<file path="src/rtl/bpu_pkg.sv">
// ----------------------------------------------------------------------------
// bpu_pkg
// shared constants, codes and the pixel record of the bitmap pixel unpacker
// ----------------------------------------------------------------------------
package bpu_pkg;

  // image and colour table limits
  localparam int MAX_WIDTH   = 4096;
  localparam int MAX_HEIGHT  = 4096;
  localparam int TABLE_DEPTH = 256;

  localparam int ByteW    = 8;
  localparam int CoordW   = 12;
  localparam int DimW     = 13;
  localparam int FmtW     = 2;
  localparam int ColourW  = 3 * ByteW;
  localparam int TabAw    = (TABLE_DEPTH > 1) ? $clog2(TABLE_DEPTH) : 1;
  localparam int CfgIdxW  = 2;
  localparam int CfgDataW = DimW;

  // queue between front and back
  localparam int QDEPTH = 4;
  localparam int QAw    = $clog2(QDEPTH);
  localparam int QCntW  = QAw + 1;

  // pixel formats (code 3 behaves as 32 bpp)
  localparam logic [FmtW-1:0] FMT_IDX8   = 2'd0;
  localparam logic [FmtW-1:0] FMT_BGR24  = 2'd1;
  localparam logic [FmtW-1:0] FMT_BGRA32 = 2'd2;

  // register indexes
  localparam logic [CfgIdxW-1:0] REG_FORMAT   = 2'd0;
  localparam logic [CfgIdxW-1:0] REG_WIDTH    = 2'd1;
  localparam logic [CfgIdxW-1:0] REG_HEIGHT   = 2'd2;
  localparam logic [CfgIdxW-1:0] REG_TOP_DOWN = 2'd3;

  // request kinds
  localparam logic REQ_PALETTE = 1'b0;
  localparam logic REQ_PIXEL   = 1'b1;

  localparam logic [ByteW-1:0] OPAQUE = 8'd255;

  typedef struct packed {
    logic [CoordW-1:0] x;
    logic [CoordW-1:0] y;
    logic              last;
    logic [ByteW-1:0]  red;
    logic [ByteW-1:0]  green;
    logic [ByteW-1:0]  blue;
    logic [ByteW-1:0]  alpha;
  } pix_t;

endpackage

</file>
<file path="src/rtl/bpu_back.sv">
// ----------------------------------------------------------------------------
// bpu_back
// applies the magenta colour key and holds the result register
// ----------------------------------------------------------------------------
module bpu_back (
  input  logic                       clk,
  input  logic                       rst_n,
  input  logic                       q_valid,
  input  bpu_pkg::pix_t              q_data,
  output logic                       q_pop,
  output logic                       out_empty,
  input  logic                       out_pop,
  output logic [bpu_pkg::CoordW-1:0] out_pixel_x,
  output logic [bpu_pkg::CoordW-1:0] out_pixel_y,
  output logic [bpu_pkg::ByteW-1:0]  out_red,
  output logic [bpu_pkg::ByteW-1:0]  out_green,
  output logic [bpu_pkg::ByteW-1:0]  out_blue,
  output logic [bpu_pkg::ByteW-1:0]  out_alpha,
  output logic                       out_last_pixel
);
  import bpu_pkg::*;

  logic out_v_r, out_v_nxt;
  pix_t out_r, out_nxt;
  logic keyed;

  assign keyed = (q_data.red == 8'hFF) && (q_data.green == 8'h00) &&
                 (q_data.blue == 8'hFF);

  // refill the result register when it is empty or being taken
  assign q_pop = q_valid && (!out_v_r || out_pop);

  always_comb begin
    out_nxt = q_data;
    if (keyed) begin
      out_nxt.alpha = '0;
    end
    if (q_pop) begin
      out_v_nxt = 1'b1;
    end else if (out_pop) begin
      out_v_nxt = 1'b0;
    end else begin
      out_v_nxt = out_v_r;
    end
  end

  always_ff @(posedge clk) begin
    if (!rst_n) begin
      out_v_r <= 1'b0;
    end else begin
      out_v_r <= out_v_nxt;
    end
  end

  always_ff @(posedge clk) begin
    if (q_pop) begin
      out_r <= out_nxt;
    end
  end

  assign out_empty      = !out_v_r;
  assign out_pixel_x    = out_r.x;
  assign out_pixel_y    = out_r.y;
  assign out_red        = out_r.red;
  assign out_green      = out_r.green;
  assign out_blue       = out_r.blue;
  assign out_alpha      = out_r.alpha;
  assign out_last_pixel = out_r.last;

  a_key_applied: assert property (@(posedge clk) disable iff (!rst_n)
    (out_v_r && (out_r.red == 8'hFF) && (out_r.green == 8'h00) &&
     (out_r.blue == 8'hFF)) |-> (out_r.alpha == 8'h00))
    else $error("magenta pixel left opaque");

endmodule

</file>
<file path="config.mk">
export PLATFORM = sky130hd
export DESIGN_NAME = bpu_back
export DESIGN_NICKNAME = d
export VERILOG_FILES = /design/src/rtl/bpu_pkg.sv /design/src/rtl/bpu_back.sv
export SDC_FILE = /design/constraint.sdc
export NUM_CORES = 1
export LEC_CHECK = 0
export ABC_CLOCK_PERIOD_IN_PS = 4300
export BUFFER_PORTS_ARGS = -buffer_cell sky130_fd_sc_hd__buf_2
export CORE_ASPECT_RATIO = 0.7
export CORE_MARGIN = 2
export CORE_UTILIZATION = 35
export CTS_BUF_LIST = sky130_fd_sc_hd__clkbuf_8 sky130_fd_sc_hd__clkbuf_16
export CTS_CLUSTER_DIAMETER = 30
export DETAILED_ROUTE_END_ITERATION = 8
export GPL_TIMING_DRIVEN = 0
export HOLD_SLACK_MARGIN = 0.15
export PLACE_DENSITY = 0.81
export SYNTH_ARGS = -nofsm -noshare
export SYNTH_HDL_FRONTEND = slang
export SYNTH_SLANG_ARGS = --single-unit
</file>
<file path="constraint.sdc">
create_clock -name clk -period 4.3 [get_ports clk]
set_input_delay 0.86 -clock clk [delete_from_list [all_inputs] [get_ports clk]]
set_output_delay 0.86 -clock clk [all_outputs]
set_load 0.01 [all_outputs]
</file>
Word level (Yosys, flattened, before mapping)

Index checks and enable logic that the tools add are counted.

Flip-flop bits (word level): 58

Equality and inequality tests: 2
Muxes and demuxes: 2
Reductions and logical operators: 7

Operators by type and width:

| kind                 | number |
|---|---|
| $eq A8 B8 Y1 const B | 2 |
| $logic_not A8 Y1     | 1 |
| $logic_and A1 B1 Y1  | 3 |
| $mux W1              | 2 |
| $reduce_bool A2 Y1   | 1 |
| $logic_not A1 Y1     | 1 |
| $logic_or A1 B1 Y1   | 1 |

Longest topological paths before layout

Gate-level depths: netlist of the first run.

Depth after elaboration: 4
Mapped depth: 4

Worst setup path before layout of the first run

OpenSTA, ideal clock, no wires.

Path kind: in2out
From: input port out_pop
To: output port q_pop
Arrival time: 3575 ps
Data required time: 3440 ps
Path slack: -135 ps
Stages on the path: 2
Path buffers: 0
Cells stage by stage: nor2_1 > nor2b_1

Word-level cells in the longest chain between the ends: 2

Ends and longest elaborated chain:

| item                | line           | RTL |
|---|---|---|
| from (decl)         | bpu_back.sv:12 | `input logic out_pop,` |
| $logic_or A1 B1 Y1  | bpu_back.sv:31 | `assign q_pop = q_valid && (!out_v_r \|\| out_pop);` |
| $logic_and A1 B1 Y1 | bpu_back.sv:31 |  |
| to (decl)           | bpu_back.sv:10 | `output logic q_pop,` |

No other way between the ends.

Final worst setup path of the first run

Same ends and word-level chain as after synthesis.

==> metrics, run 1 <==
Final GP Congestion=0.630; post-synth top area share=89.8%; crit path cell chain=buf_2, nor2_1, nor2b_4, buf_2; clock root buffer=clkbuf_8; area added between synthesis and finish=49.5%; Hold Fails Final Rpt=0; Resize count post-CTS=0; register bit count reported by yosys=58; Initial Utilization=36.3%; fin util=54.2%; Critical Path Sink Type=output pin; worst hold path class=reg -> reg; Pwr Total=1250 uW; PwrDens=438 mW/mm^2; outcome=completed; Setup-failing EPs final=0; TritonCTS buffer count=9; Initial DRC Count=23; Area contributors post-synth=edfxtp_1, a21boi_1, nand4b_4; layout filler cell count=452; Port Buffers=119; die area=0.00606 sq mm; period utilization=60.9%; WP data arrival=1.76 ns; Final WS setup=1.68 ns; DP HPWL=3370 um; gr usage total=14.0%; YS warnings=0; H-tree levels=3; Crit Path Class=in -> out; Die W=92.2 um; Sink Count=58; Worst slew margin=59.7%; Final Instance Area=0.00285 sq mm; Final min period=2.62 ns; Seq/Total Area, Yosys=90.8%; pre-CTS setup slack=1.66 ns; # diodes=0; vias in the first global route=1205; Pre-antenna DRT Iters=4; initial antenna violation count=0; routed vias=1243; gr ovfl total=0; Worst Tran Pin Value=0.603 ns; Worst Hold Endpoint=out_v_r; worst path bufs/invs=2; total negative slack=0 ns; fraction of final layout cells with drive strength greater than 1=64.8%; largest net degree at the start of global routing=23; type of origin of the critical path=input pin; maximum clock frequency=0.382 GHz; post-synth top area cell=edfxtp_1; Syn Std Cell Area=0.00191 sq mm; Peak VDD IR=0.135 mV; commonest non-fill, non-tap cell in the layout=buf_2; Crit Reg-Reg Startpoint=out_v_r; CTS tree=done; Clock Skew=0.00588 ns; Routed Antenna Nets=0; Slew Limit Fails=0; slowest CP cell=nor2b_4; worst skew pair latency=0.32 ns; core footprint=0.00526 sq mm; CP required=3.44 ns; Cell Rows=22; die boundary height=65.8 um; worst-path fanout max=21; net count after synthesis=140; MaxCap Viol Count=0; nets=272; Post-CTS Setup Repair Bufs=0; post-DR vias/cell=4.32; cell repeated most along the worst path=buf_2; Avg Cell Area, Syn=24.1 sq um; Clock Tree Buf Depth=2; max incr delay on CP=0.51 ns; RSZ-0062 raised after global routing=false; clk slew on worst S/H paths=0.06 ns; reg2reg end=out_alpha[2]; Netlist cell types=14; hold depth=3; first-pass GRT wire length=5930 um; # hold bufs at CTS=0; R2R cell count=5; Cells after Synth=79; leak pwr=0.00124 uW; HP Start=out_v_r; CP top delay family=simple AND/OR/NAND/NOR gates; most frequent cells in the layout=buf_2, edfxtp_1, clkbuf_8; # DRC=0; Total Routed Length=4130 um; Ports=120; WL/cell=14.3 um; reg2reg setup slack=2.64 ns; Placement Cell Area=0.00266 sq mm
metrics by stage:
stage          hold WS (ns)  std cells
2_1_floorplan         0.649         79
3_3_place_gp          0.608        270
3_5_place_dp          0.640        272
4_1_cts               0.652        288
5_1_grt               0.682        288
6_report              0.651        288
cell usage after synthesis:
library cell and count:
nor2b_1 1, nor4_4 1, nand4b_1 1, a21boi_1 8, nor4b_1 1, o21a_1 1, edfxtp_1 57, nand4b_4 1
and4b_1 1, dfxtp_1 1, nand4_1 2, inv_1 1, buf_2 1, nor2_1 2
routing by layer:
layer / routed length [um] / global-route usage, %
met1: 1570 / 14.4
met2: 2090 / 24.4
met3: 421 / 7.57
met4: 45 / 5.60
met5: 0 / 0
flip-flops by register name (all words and copies together) (netlist names):
name	count
out_pixel_x	12
out_blue	8
out_pixel_y	12
out_alpha	8
out_red	8
out_green	8
out_last_pixel	1
out_v_r	1
how the worst max path moves through the flow:
stage / start / endpoint / slack [ns] / cells after the start
floorplan: out_pop / q_pop / 0.97 / 2
global placement: out_pop / q_pop / 0.10 / 4
detailed placement: out_pop / q_pop / 1.66 / 4
CTS: out_pop / q_pop / 1.66 / 4
global route: out_pop / q_pop / 1.59 / 4
finish: out_pop / q_pop / 1.68 / 4
logic make-up after synthesis:
| group | count (synthesis) | synth area share (%) |
|---|---|---|
| flip-flops | 58 | 90.8 |
| AND/OR/NAND/NOR | 10 | 5.18 |
| AO/OA/AOI/OAI | 9 | 3.54 |
| buffers and inverters | 2 | 0.459 |
worst reg2reg max path, cell delays in order, from the launching register on:
cell	delay, ns
dfxtp_1	0.30
inv_1	0.06
nor2_1	0.08
nor2b_4	0.51
buf_16	0.23
buf_16	0.17
final cells by class:
type	instances	area (sq um)	share of cell area, %
clock inverter	6	58.8	2.06
tap	72	90.1	3.16
sequential	58	1730	60.7
multi-input combinational	19	174	6.10
timing repair buffer	121	651	22.8
inverter	1	3.75	0.132
buffer	1	5.00	0.176
clock buffer	10	138	4.83
power by group:
group          total [uW]  internal (uW)  leakage, uW  switching [uW]
clock                 472            278    0.0000995             194
sequential            668            661     0.000559            7.42
combinational         109           51.6     0.000577            57.9
No activity file was read; power rests on OpenSTA's default activity.
==> run 2: changes to the inputs <==
--- a/config.mk
+++ b/config.mk
@@ -5,7 +5,8 @@
 export SDC_FILE = /design/constraint.sdc
 export NUM_CORES = 1
 export LEC_CHECK = 0
-export ABC_CLOCK_PERIOD_IN_PS = 4300
+export ABC_AREA = 1
+export ABC_CLOCK_PERIOD_IN_PS = 2300
 export BUFFER_PORTS_ARGS = -buffer_cell sky130_fd_sc_hd__buf_2
 export CORE_ASPECT_RATIO = 0.7
 export CORE_MARGIN = 2
==> constraint.sdc (replaced) <==
create_clock -name clk -period 2.3 [get_ports clk]
set_input_delay 0.46 -clock clk [delete_from_list [all_inputs] [get_ports clk]]
set_output_delay 0.46 -clock clk [all_outputs]
set_load 0.01 [all_outputs]
==> run 2 against run 1 <==
Against the previous run: power up 76%; critical path depth is the same; die area grew 1.8%; core utilization is 0.069 points lower; sequential power is 87% higher; synthesized cell count up 34%; clock power up 57%; non-clock buffer count decreased by 1; cell count increased by 9.4%; first-iteration DRC count is 110% higher; critical endpoint unchanged.
==> metrics, run 2 <==
TritonCTS buffer count=9 (unchanged); fraction of final layout cells with drive strength greater than 1=58.4% (was 64.8%); clock network power share=33.7% (was 37.8%); die area=0.00617 sq mm (was 0.00606 sq mm); net count after synthesis=167 (was 140); # diodes=0 (unchanged); Synth Flop Type=edfxtp_1 (unchanged); vias in the first global route=1230 (was 1205); CTS tree=done (unchanged); Avg Cell Area, Syn=18.3 sq um (was 24.1 sq um); Peak VDD IR=0.218 mV (was 0.135 mV); PwrDens=768 mW/mm^2 (was 438 mW/mm^2); commonest non-fill, non-tap cell in the layout=buf_2 (unchanged); H-tree levels=3 (unchanged); Cell Rows=22 (unchanged); Hold Fails Final Rpt=0 (unchanged); slowest CP cell=a21oi_4 (was nor2b_4); DP Cell Count=299 (was 272); maximum clock frequency=0.474 GHz; Pre-antenna DRT Iters=4 (unchanged); Synth top cells by count=edfxtp_1, nand2_1, inv_1 (was edfxtp_1, a21boi_1, nand4_1, nor2_1); Final min period=2.11 ns; Initial DRC Count=48 (was 23); post-synth top area share=88.1% (was 89.8%); # hold bufs at CTS=0 (unchanged); Post-synth ARST share=0% (unchanged); Port Buffers=119 (unchanged); post-DR vias/cell=4.10 (was 4.32); # DRC=0 (unchanged); hold depth=1 (was 3); reg2reg end=out_pixel_y[5] (was out_alpha[2]); initial antenna violation count=0 (unchanged); MaxCap Viol Count=0 (unchanged); area share of fa/ha/maj cells after synthesis=0% (unchanged); WP data arrival=1.65 ns (was 1.76 ns); Area contributors post-synth=edfxtp_1, nand2_1, inv_1 (was edfxtp_1, a21boi_1, nand4b_4); Clock Skew=0.00364 ns (was 0.00588 ns); Initial Utilization=36.8% (was 36.3%); leak pwr=0.00131 uW (was 0.00124 uW); Setup-failing EPs final=0 (unchanged); Int Pwr=1710 uW (was 991 uW); Synth Area in XOR/XNOR=0% (unchanged); post-synth top area cell=edfxtp_1 (unchanged); Total Routed Length=4150 um (was 4130 um); cell repeated most along the worst path=buf_16 (was buf_2); largest net degree at the start of global routing=21 (was 23); clock root buffer=clkbuf_8 (unchanged); Seq/Total Area, Yosys=89.1% (was 90.8%); simple-gate share of the synthesized area=6.95% (was 5.18%); worst hold path class=in -> reg (was reg -> reg); top-count cell post-synth=edfxtp_1 (unchanged); Critical Path Sink Type=output pin (unchanged); DP HPWL=3310 um (was 3370 um); worst-path fanout max=20 (was 21); most frequent cells in the layout=buf_2, edfxtp_1, nand2_1 (was buf_2, edfxtp_1, clkbuf_8); crit path cell chain=a21oi_4, buf_16, buf_16, buf_2 (was buf_2, nor2_1, nor2b_4, buf_2); Worst Hold Endpoint=out_pixel_x[11] (was out_v_r); R2R cell count=3 (was 5); Crit Path Class=reg -> out (was in -> out); register bit count reported by yosys=58 (unchanged); Resize count post-CTS=0 (unchanged); post-synthesis compound-gate area fraction=0.644% (was 3.54%); period utilization=91.8%; Die W=93.1 um (was 92.2 um); max incr delay on CP=0.42 ns (was 0.51 ns); CP required=1.84 ns (was 3.44 ns); area added between synthesis and finish=47.3% (was 49.5%); Post-CTS Setup Repair Bufs=0 (unchanged); Netlist cell types=10 (was 14); Clock Tree Buf Depth=2 (unchanged); first-pass GRT wire length=6010 um (was 5930 um); die boundary height=66.3 um (was 65.8 um); nets=300 (was 272); routed vias=1290 (was 1243); gr usage total=14.0% (about the same); clk slew on worst S/H paths=0.06 ns (about the same); Flop pwr share=56.9% (was 53.5%); Cells after Synth=106 (was 79); gr ovfl total=0 (unchanged); Finished Layout Cells=315 (was 288); largest family of logic cells by synthesized area=simple AND/OR/NAND/NOR gates (unchanged); Ports=120 (unchanged); RSZ-0062 raised after global routing=false (unchanged); post-synthesis mux area share=0% (unchanged); Crit Reg-Reg Startpoint=out_v_r (unchanged); type of origin of the critical path=register (was input pin); outcome=completed (unchanged); Post-synth EDFFs=57 (unchanged); Final GP Congestion=0.668 (was 0.630); proportion of power drawn by combinational gates=9.4% (was 8.8%); reg2reg setup slack=0.83 ns (was 2.64 ns); worst skew pair latency=0.32 ns (about the same); WL/cell=13.2 um (was 14.3 um); Worst slew margin=64.7% (was 59.7%); Sink Count=58 (unchanged); Syn Std Cell Area=0.00194 sq mm (was 0.00191 sq mm); sw frac=22.4% (was 20.7%); hold slack final=0.305 ns (was 0.651 ns); sw power=493 uW (was 259 uW); Routed Antenna Nets=0 (unchanged); HP Start=q_data[56] (was out_v_r); core footprint=0.00529 sq mm (was 0.00526 sq mm); Worst Tran Pin Value=0.530 ns (was 0.603 ns); Slew Limit Fails=0 (unchanged); YS warnings=0 (unchanged)
[run 2: layer usage]
metal  GRT usage (%)  wire length (um)  vias to the layer above
met4            5.51                59                        0
met2            23.9              2100                       72
met1            14.4              1550                      574
met5               0                 0                        -
met3            7.98               442                        6
li1                -                 -                      638
[run 2: logic make-up after synthesis]
group                  after synthesis
AOI/OAI and AO/OA                    2
buffers and inverters               17
DFF                                 58
and+or+nand+nor                     29
[run 2: area by class of cell]
type	instances	area, sq um
Clock buffer	9	124
Clock inverter	6	35.0
Fill cell	458	2420
Inverter	17	63.8
Multi-Input combinational cell	32	168
Sequential cell	58	1730
Tap cell	72	90.1
Timing Repair Buffer	121	651
[run 2: stage by stage]
step                      cell area (sq um)  utilization [%]  worst slack (ns)  power (uW)  TNS [ns]
after global routing                   2860             54.2            0.0884        2300         0
after floorplan                        1950                -             0.278        1340         0
final                                  2860             54.2             0.189        2200         0
after CTS                              2860             54.2             0.139        2220         0
after detailed placement               2700             51.0            0.0508        1480         0
after global placement                 2640             50.0            -0.393        1460     -1.35
[run 2: worst max path at each step]
stage / from / to / slack, ns / cells past startpoint
floorplan: out_pop / q_pop / 0.28 / 2
global placement: out_pop / q_pop / -0.39 / 4
detailed placement: out_pop / q_pop / 0.05 / 6
CTS: out_v_r / q_pop / 0.14 / 4
global route: out_v_r / q_pop / 0.09 / 4
finish: out_v_r / q_pop / 0.19 / 4
[run 2: power groups by stage]
stage / Combinational, uW / Clock, uW / Sequential, uW
2_1_floorplan: 36.5 / 0 / 1310
3_3_place_gp: 188 / 0 / 1270
3_5_place_dp: 210 / 0 / 1270
4_1_cts: 212 / 761 / 1250
5_1_grt: 226 / 816 / 1260
6_report: 207 / 740 / 1250
[run 2: worst max-delay path, delay by kind of cell (launching register included)]
| family | cells | cell delay [ns] |
|---|---|---|
| buffers and inverters | 3 | 0.54 |
| DFF | 1 | 0.37 |
| AOI/OAI and AO/OA | 1 | 0.42 |
