$ cat src/rtl/bpu_pkg.sv
// ----------------------------------------------------------------------------
// bpu_pkg
// shared constants, codes and the pixel record of the bitmap pixel unpacker
// ----------------------------------------------------------------------------
package bpu_pkg;

  // image and colour table limits
  localparam int MAX_WIDTH   = 4096;
  localparam int MAX_HEIGHT  = 4096;
  localparam int TABLE_DEPTH = 256;

  localparam int ByteW    = 8;
  localparam int CoordW   = 12;
  localparam int DimW     = 13;
  localparam int FmtW     = 2;
  localparam int ColourW  = 3 * ByteW;
  localparam int TabAw    = (TABLE_DEPTH > 1) ? $clog2(TABLE_DEPTH) : 1;
  localparam int CfgIdxW  = 2;
  localparam int CfgDataW = DimW;

  // queue between front and back
  localparam int QDEPTH = 4;
  localparam int QAw    = $clog2(QDEPTH);
  localparam int QCntW  = QAw + 1;

  // pixel formats (code 3 behaves as 32 bpp)
  localparam logic [FmtW-1:0] FMT_IDX8   = 2'd0;
  localparam logic [FmtW-1:0] FMT_BGR24  = 2'd1;
  localparam logic [FmtW-1:0] FMT_BGRA32 = 2'd2;

  // register indexes
  localparam logic [CfgIdxW-1:0] REG_FORMAT   = 2'd0;
  localparam logic [CfgIdxW-1:0] REG_WIDTH    = 2'd1;
  localparam logic [CfgIdxW-1:0] REG_HEIGHT   = 2'd2;
  localparam logic [CfgIdxW-1:0] REG_TOP_DOWN = 2'd3;

  // request kinds
  localparam logic REQ_PALETTE = 1'b0;
  localparam logic REQ_PIXEL   = 1'b1;

  localparam logic [ByteW-1:0] OPAQUE = 8'd255;

  typedef struct packed {
    logic [CoordW-1:0] x;
    logic [CoordW-1:0] y;
    logic              last;
    logic [ByteW-1:0]  red;
    logic [ByteW-1:0]  green;
    logic [ByteW-1:0]  blue;
    logic [ByteW-1:0]  alpha;
  } pix_t;

endpackage

$ cat src/rtl/bpu_queue.sv
// ----------------------------------------------------------------------------
// bpu_queue
// short pixel queue that decouples the front from the back
// ----------------------------------------------------------------------------
module bpu_queue (
  input  logic                      clk,
  input  logic                      rst_n,
  input  logic                      push,
  input  bpu_pkg::pix_t             din,
  input  logic                      pop,
  output bpu_pkg::pix_t             dout,
  output logic                      not_empty,
  output logic [bpu_pkg::QCntW-1:0] count
);
  import bpu_pkg::*;

  pix_t             slot_r [QDEPTH];
  logic [QAw-1:0]   wr_ptr_r, wr_ptr_nxt;
  logic [QAw-1:0]   rd_ptr_r, rd_ptr_nxt;
  logic [QCntW-1:0] count_r, count_nxt;

  always_comb begin
    wr_ptr_nxt = push ? (wr_ptr_r + QAw'(1)) : wr_ptr_r;
    rd_ptr_nxt = pop  ? (rd_ptr_r + QAw'(1)) : rd_ptr_r;
    count_nxt  = count_r + QCntW'(push) - QCntW'(pop);
  end

  always_ff @(posedge clk) begin
    if (!rst_n) begin
      wr_ptr_r <= '0;
      rd_ptr_r <= '0;
      count_r  <= '0;
    end else begin
      wr_ptr_r <= wr_ptr_nxt;
      rd_ptr_r <= rd_ptr_nxt;
      count_r  <= count_nxt;
    end
  end

  always_ff @(posedge clk) begin
    if (push) begin
      slot_r[wr_ptr_r] <= din;
    end
  end

  assign dout      = slot_r[rd_ptr_r];
  assign not_empty = (count_r != '0);
  assign count     = count_r;

  a_no_underflow: assert property (@(posedge clk) disable iff (!rst_n)
    pop |-> (count_r != '0))
    else $error("pop from an empty queue");

endmodule

$ cat config.mk
export PLATFORM = sky130hd
export DESIGN_NAME = bpu_queue
export DESIGN_NICKNAME = d
export VERILOG_FILES = /design/src/rtl/bpu_pkg.sv /design/src/rtl/bpu_queue.sv
export SDC_FILE = /design/constraint.sdc
export NUM_CORES = 1
export LEC_CHECK = 0
export ABC_AREA = 0
export ABC_CLOCK_PERIOD_IN_PS = 2700
export BUFFER_PORTS_ARGS = -buffer_cell sky130_fd_sc_hd__buf_2
export CORE_MARGIN = 5
export CORE_UTILIZATION = 40
export DETAILED_ROUTE_END_ITERATION = 8
export HOLD_SLACK_MARGIN = 0.08
export PLACE_DENSITY_LB_ADDON = 0.2
export SKIP_CTS_REPAIR_TIMING = 1
export SLEW_MARGIN = 20
export SYNTH_ARGS = -nofsm -noshare
export SYNTH_HDL_FRONTEND = slang
export SYNTH_SLANG_ARGS = --single-unit
$ cat constraint.sdc
create_clock -name clk -period 2.7 [get_ports clk]
set_clock_uncertainty 0.1 [all_clocks]
set_input_delay 0 -clock clk [delete_from_list [all_inputs] [get_ports clk]]
set_output_delay 0 -clock clk [all_outputs]
set_load 0.1 [all_outputs]
# After elaboration in Yosys (flattened, before gate mapping)
# Memories as Yosys holds them, arrays and structs flattened. A register that Yosys moved wholly into a read port is not among the register bits.
# Index checks and enable logic that the tools add are counted.
# W data, S select, Z words.
# classes
n_reduce_logical	1
n_mux	4
n_addsub	4
# ops
cell	count
$add A2 B1 Y2 const B	2
$mux W2	2
$add A3 B1 Y3	1
$reduce_bool A3 Y1	1
$sub A3 B1 Y3	1
$mux W1	2
# totals
inputBits	61
output_inout_bits	61
n_memories	1
ram_bits	228
regBits	7
# memory_table
name	depth	word_bits	read_ports	rd_clocked_by_memory_dff	write_ports	line_no	rtl
slot_r	4	57	1	1	1	bpu_queue.sv:17	pix_t slot_r [QDEPTH];

# Depth between registers and ports, before layout
# Gate-level depths: netlist of the first run.
# logic_depth
ltp_word	3
ltp_mapped	7
mapped_depth_nobuf	7

# Least setup slack after synthesis of the first run
# No wires, ideal clock.
# synth_path
path_type	reg-to-reg
startpoint	reg wr_ptr_r[0]
endpoint	mem slot_r[2][0] (netlist name), enable pin
setup_ps	421
arrival_ps	1891
stages_incl_launch_ff	4
required_time_ps	2179
path_slack_ps	288
synth_period_minus_slack_ps	2412
path_buffers	0
cell_sequence	dfxtp_1 -> inv_1 -> ha_1 -> and2_1
# synth_rtl
element	line_no	rtl
from (decl)	bpu_queue.sv:18	logic [QAw-1:0] wr_ptr_r, wr_ptr_nxt;
from (signal assigned)	bpu_queue.sv:34	wr_ptr_r <= wr_ptr_nxt;
to (decl)	bpu_queue.sv:17	
# Straight into the memory's write port.

==> results of run 1 <==
==> area by class of cell <==
| type | instances | area (um2) |
|---|---|---|
| clock buffers | 27 | 633.1 |
| flip-flops and latches | 237 | 7032 |
| multi-input cells | 83 | 1523 |
| inverters | 7 | 26.28 |
| clock inverters | 18 | 141.4 |
| fillers | 1675 | 10100 |
| repair buffers | 191 | 1359 |
| well taps | 275 | 344.1 |
==> placed cells by master (no fill, tap or decap), types with 2 or more instances in the layout <==
cell type	instances
sky130_fd_sc_hd__clkbuf_16	25
sky130_fd_sc_hd__buf_4	3
sky130_fd_sc_hd__buf_12	6
sky130_fd_sc_hd__clkinvlp_4	2
sky130_fd_sc_hd__dlygate4sd3_1	61
sky130_fd_sc_hd__clkinv_1	8
sky130_fd_sc_hd__nor2_1	5
sky130_fd_sc_hd__bufinv_16	2
sky130_fd_sc_hd__and2_2	2
sky130_fd_sc_hd__buf_2	121
sky130_fd_sc_hd__dfxtp_1	7
sky130_fd_sc_hd__ha_1	6
sky130_fd_sc_hd__and2_4	2
sky130_fd_sc_hd__clkinv_2	5
sky130_fd_sc_hd__inv_1	7
sky130_fd_sc_hd__mux4_2	57
sky130_fd_sc_hd__xnor2_1	2
sky130_fd_sc_hd__and2_1	2
sky130_fd_sc_hd__clkbuf_1	2
sky130_fd_sc_hd__edfxtp_1	228
==> worst register-to-register path: stages, from the launching register on <==
cell,delay [ps]
sky130_fd_sc_hd__dfxtp_1,350
sky130_fd_sc_hd__inv_1,50
sky130_fd_sc_hd__ha_1,260
sky130_fd_sc_hd__inv_1,40
sky130_fd_sc_hd__ha_1,250
sky130_fd_sc_hd__and2_1,130
sky130_fd_sc_hd__dlygate4sd3_1,540
==> report_power, final <==
| group | total (W) | leakage [nW] | switching (W) | internal [W] |
|---|---|---|---|---|
| clock | 0.00319 | 0.377 | 0.00130 | 0.00188 |
| sequential | 0.00429 | 2.17 | 0.0000610 | 0.00423 |
| combinational | 0.00188 | 1.25 | 0.00143 | 0.000449 |
==> registers in the layout, indices dropped and copies added, names as in the netlist, named ones only <==
name      cells
count         3
rd_ptr_r      2
wr_ptr_r      2
slot_r      228
==> final timing paths <==
check | slack, ps | startpoint | to | cells after the start
max | 410 | flop | dout[10] | 3
min | 140 | din[36] | slot_r[1][36] | 2
max reg2reg | 860 | count[0] | count[0] | 6
min reg2reg | 440 | rd_ptr_r[0] | flop | 2
==> cells by family after synthesis <==
logic type	after synthesis	synth area share
AOI/OAI and AO/OA	2	0.001734
muxes	58	0.1495
and+or+nand+nor	13	0.008096
adders and majority gates	7	0.01099
xor gates and xnor gates	3	0.004770
DFF	237	0.8118
buffers and inverters	19	0.01315
==> stage by stage <==
stage / instance area [um2] / utilization / instances / setup slack (ps)
after floorplan: 8656 / - / 339 / 288.2
after global placement: 9673 / 0.4573 / 732 / 883.1
after detailed placement: 9673 / 0.4573 / 732 / 860.0
after CTS: 10450 / 0.4939 / 777 / 341.1
after global routing: 11060 / 0.5227 / 838 / 315.2
final: 11060 / 0.5227 / 838 / 406.5
==> routing by layer <==
metal	share of wire	wire length, um
met3	0.055	904
met5	0	0
met2	0.49	7959
met4	0.019	303
met1	0.44	7161
==> key figures, run 1 <==
Synthesis
  • Synthesized instance count: 339
  • Cell area after synthesis: 0.008656 mm2
  • Share of the synthesized area in the top cell type: 0.7910
  • Sequential cell area fraction in the yosys report: 0.8118
  • Number of library cell types mapped by synthesis: 19
  • Most common library cells after synthesis: 228 x sky130_fd_sc_hd__edfxtp_1, 57 x sky130_fd_sc_hd__mux4_2, 9 x sky130_fd_sc_hd__dfxtp_1
  • Top cells by area in the synthesized netlist: sky130_fd_sc_hd__edfxtp_1 79%, sky130_fd_sc_hd__mux4_2 15%, sky130_fd_sc_hd__dfxtp_1 2.1%, sky130_fd_sc_hd__ha_1 0.87%, sky130_fd_sc_hd__buf_6 0.52%
  • Net Count, Synth: 407
  • Avg Inst Size Synth: 25.53 um2
  • Dominant cell type by area after synthesis: sky130_fd_sc_hd__edfxtp_1
  • Count of flip-flops with a built-in enable after synthesis: 228
  • Most frequent cell after synthesis: sky130_fd_sc_hd__edfxtp_1
  • Warnings, synthesis: 0
  • Number of flip-flops and latches in the synthesized netlist: 237
  • Async set or reset register ratio after synthesis: 0
  • Primary FF master, synth: sky130_fd_sc_hd__edfxtp_1

Timing
  • Setup repair after global routing missed its margin: false
  • Number of hold violations in the final report: 0
  • Pins over their slew limit: 0
  • Hold slack final: 143.5 ps
  • Transition time at the pin with the least slew margin: 530.5 ps
  • Shortest clock period the worst path allows after layout: 2293 ps
  • Number of endpoints failing setup at the final stage: 0
  • Final period util: 0.8494
  • Total Negative Setup Slacks: 0 ps
  • Max Fclk: 0.4360 GHz
  • Max transition margin: 0.6464

Detailed routing
  • Residual antenna-violating net count after detailed routing: 0
  • Number of DRC violations after detailed-routing iteration 0: 220
  • WL per Instance: 19.49 um
  • Via-per-instance ratio: 4.895
  • Total via count in the routed design: 4,102
  • Detailed Route WL: 16.33 mm
  • Pre-antenna DRT Iters: 4
  • Number of design rule violations left after detail routing: 0

CTS
  • Sink count of the clock tree: 237
  • Maximum clock insertion buffer count: 3
  • TritonCTS clock tree: built
  • Inserted Clock Buffers: 25
  • CTS root buf: sky130_fd_sc_hd__clkbuf_16
  • CTS HTree Levels: 1
  • Clk pin slew, worst setup/hold paths: 60 ps
  • Clk Latency, worst-skew pair: 490 ps

Placement
  • Final weighted congestion in routability-driven placement: 0.7086
  • HPWL Detailed: 9.623 mm
  • Port Buffers: 121

Power
  • Power density over cell area: 845.5 mW/mm2
  • Static leakage power: 3.801 nW
  • Worst ir drop on vdd: 0.0006097 V
  • Post-layout power: 0.009349 W

Die
  • CORE AREA: 0.02115 mm2
  • Floorplan die width: 157.1 um
  • Area enclosed by the die boundary: 0.02468 mm2
  • Initial Util: 0.4092
  • I/O pin cnt: 122
  • Die Ht: 157.1 um
  • Number of placement rows: 53

GRT
  • Vias in the first global route: 4,215
  • Met3 track demand over resource: 0.03464
  • Met1 Track Usage GR: 0.1811
  • Total global-route track usage: 0.1297
  • Initial antenna violation count: 0
  • Met2 Resource Use GR: 0.2077
  • Largest net degree at the start of global routing: 58
  • Wire length of the first global-routing pass: 24.54 mm
  • Overflow left after global routing: 0
  • Grt peak-use layer: met2

Finish
  • Layout Area Growth over Synthesis: 27.75%
  • Diode insertion count for antenna repair: 0
  • Proportion of layout cells with a drive suffix above 1: 0.4067
  • Final Net Count: 613

Worst setup path
  • Kind of cell adding the most delay to the critical path: buffers and inverters
  • Peak fanout along the critical path: 23
  • Slowest cell delay on critical path: 520 ps
  • Crit path max-delay cell type: sky130_fd_sc_hd__dfxtp_2
  • Arrival time worst endpoint: 2190 ps
  • Number of buffer and inverter instances along the worst setup path: 2
  • Startpoint-to-endpoint class of the critical path: flop to output port
  • Kind of start point of the critical path: flop
  • Data required time of the critical path: 2600 ps
  • Endpoint class of the critical path: output port
  • Ordered list of cells on the worst path: buf_4 > mux4_2 > buf_2

Job
  • Max Cap Viol: 0

Run status
  • Status: completed

Min path
  • Type of the tightest min-delay check: input pin to flop
(Power assumes the default switching activity.)
==> run 2, diff against run 1 <==
ABC_CLOCK_PERIOD_IN_PS = 2000   (was 2700)
clock period = 2 ns   (was 2.7 ns; I/O delays follow)
==> key figures, run 2 (same netlist as run 1, synthesis figures left out) <==
Run status
  • Status: finished, violations left
  • Violations in the final reports: negative setup slack

Detailed routing
  • Total via count in the routed design: 4,191 (+2.2%)
  • Number of design rule violations left after detail routing: 0 (unchanged)
  • WL per Instance: 19.83 um (+1.8%)
  • Detailed Route WL: 17.07 mm (+4.6%)
  • Pre-antenna DRT Iters: 4 (unchanged)
  • Via-per-instance ratio: 4.868 (-0.56%)
  • Number of DRC violations after detailed-routing iteration 0: 195 (-11%)
  • Residual antenna-violating net count after detailed routing: 0 (unchanged)

Finish
  • Flip-flop count of the largest register, all copies and words added: 228 (unchanged)
  • Diode insertion count for antenna repair: 0 (unchanged)
  • Largest register by flop count: slot_r
  • Final Net Count: 637 (+3.9%)
  • Commonest non-fill, non-tap cells in the layout: 228 x sky130_fd_sc_hd__edfxtp_1, 64 x sky130_fd_sc_hd__buf_2, 61 x sky130_fd_sc_hd__dlygate4sd3_1, 57 x sky130_fd_sc_hd__mux4_2, 39 x sky130_fd_sc_hd__buf_6
  • Layout Area Growth over Synthesis: 37.87%
  • Proportion of layout cells with a drive suffix above 1: 0.4317 (+0.02499)
  • Most frequent standard cell in the layout excluding fill and tap cells: sky130_fd_sc_hd__edfxtp_1

Timing
  • Number of endpoints failing setup at the final stage: 4 (+4)
  • Hold slack final: 155.2 ps (+11.74 ps)
  • Pins over their slew limit: 0 (unchanged)
  • Number of hold violations in the final report: 0 (unchanged)
  • Total Negative Setup Slacks: -38.51 ps (-38.51 ps)
  • Final period util: 1.010
  • Max transition margin: 0.6754 (+0.02907)
  • Setup slack after layout: -20.10 ps (-426.6 ps)
  • Transition time at the pin with the least slew margin: 490.2 ps (-40.24 ps)
  • Setup repair after global routing missed its margin: true
  • Shortest clock period the worst path allows after layout: 2020 ps
  • Max Fclk: 0.4950 GHz

CTS
  • Inserted Clock Buffers: 25 (unchanged)
  • CTS root buf: sky130_fd_sc_hd__clkbuf_16
  • TritonCTS clock tree: built
  • Maximum clock insertion buffer count: 3 (unchanged)
  • Sink count of the clock tree: 237 (unchanged)
  • Clk Latency, worst-skew pair: 490 ps (about the same)
  • Clk pin slew, worst setup/hold paths: 60 ps (about the same)
  • CTS HTree Levels: 1 (unchanged)

GRT
  • Wire length of the first global-routing pass: 24.70 mm (+0.65%)
  • Overflow left after global routing: 0 (unchanged)
  • Total global-route track usage: 0.1310 (+0.001277)
  • Met1 Track Usage GR: 0.1738 (-0.007246)
  • Largest net degree at the start of global routing: 23 (-60%)
  • Grt peak-use layer: met2
  • Initial antenna violation count: 0 (unchanged)
  • Met3 track demand over resource: 0.03299 (-0.001650)
  • Met2 Resource Use GR: 0.2208 (+0.01308)
  • Vias in the first global route: 4,301 (+2.0%)

Worst setup path
  • Arrival time worst endpoint: 1920 ps (-270 ps)
  • Most frequent cell on the critical path: sky130_fd_sc_hd__buf_12
  • Kind of cell adding the most delay to the critical path: multiplexers
  • Number of buffer and inverter instances along the worst setup path: 3 (+1)
  • Endpoint class of the critical path: output port
  • Slowest cell delay on critical path: 570 ps (+50 ps)
  • Kind of start point of the critical path: flop
  • Ordered list of cells on the worst path: buf_12 > buf_12 > mux4_2 > buf_12
  • Crit path max-delay cell type: sky130_fd_sc_hd__mux4_2
  • Startpoint-to-endpoint class of the critical path: flop to output port
  • Peak fanout along the critical path: 7 (-70%)
  • Data required time of the critical path: 1900 ps (-700 ps)

Die
  • I/O pin cnt: 122 (unchanged)
  • CORE AREA: 0.02115 mm2 (unchanged)
  • Initial Util: 0.4092 (unchanged)
  • Die Ht: 157.1 um (unchanged)
  • Area enclosed by the die boundary: 0.02468 mm2 (unchanged)
  • Floorplan die width: 157.1 um (unchanged)
  • Number of placement rows: 53 (unchanged)

Job
  • Max Cap Viol: 0 (unchanged)

Placement
  • Final weighted congestion in routability-driven placement: 0.6850 (-3.3%)
  • HPWL Detailed: 10.75 mm (+12%)
  • Port Buffers: 121 (unchanged)

Power
  • Worst ir drop on vdd: 0.0008063 V (+32%)
  • Static leakage power: 4.157 nW (+9.4%)
  • Power density over cell area: 1098 mW/mm2 (+30%)

Min path
  • Type of the tightest min-delay check: input pin to flop
-- run 2: cell count changes in the layout (fill, tap and decap cells not counted), sizes merged --
cell / delta
buf: +21
clkbuf: +5
clkinv: -1
clkinvlp: -1
inv: -1
-- run 2: routing by layer --
layer,part of all wire,vias up,wire (um)
li1,-,1902,-
met1,0.43,2151,7353
met2,0.50,112,8482
met3,0.058,26,989
met4,0.014,0,246
met5,0,-,0
-- run 2: where the power goes --
group	switching [W]	total (W)	internal (W)
clock network	0.00174	0.00427	0.00253
registers	0.0000796	0.00579	0.00571
logic	0.00203	0.00305	0.00102
total	0.00384	0.0131	0.00926
-- run 2: layout make-up --
| cell class | instances | area [um2] |
|---|---|---|
| Tap cell | 275 | 344.1 |
| Clock inverter | 15 | 122.6 |
| Sequential cell | 237 | 7039 |
| Multi-Input combinational cell | 83 | 1525 |
| Clock buffer | 29 | 640.6 |
| Timing Repair Buffer | 215 | 2236 |
| Fill cell | 1602 | 9220 |
| Inverter | 7 | 26.28 |
-- run 2: stage by stage --
step / util / worst slack (ps) / total power (W) / cells / instance area, um2
3_5_place_dp: 0.4788 / 292.1 / 0.008605 / 748 / 10130
5_1_grt: 0.5641 / -70.72 / 0.01359 / 861 / 11930
4_1_cts: 0.5149 / -251.1 / 0.01289 / 792 / 10890
2_1_floorplan: - / 133.8 / 0.007893 / 339 / 8666
6_report: 0.5641 / -20.10 / 0.01311 / 861 / 11930
3_3_place_gp: 0.4788 / 284.9 / 0.008569 / 748 / 10130
-- run 2: final timing paths --
kind / from / endpoint / slack (ps) / depth (start not counted)
worst min-delay path: din[9] / slot_r[3][9] / 160 / 2
worst min register to register: rd_ptr_r[1] / flop / 440 / 2
worst max register to register: count[0] / count[0] / 170 / 6
worst max-delay path: flop / dout[4] / -20 / 4
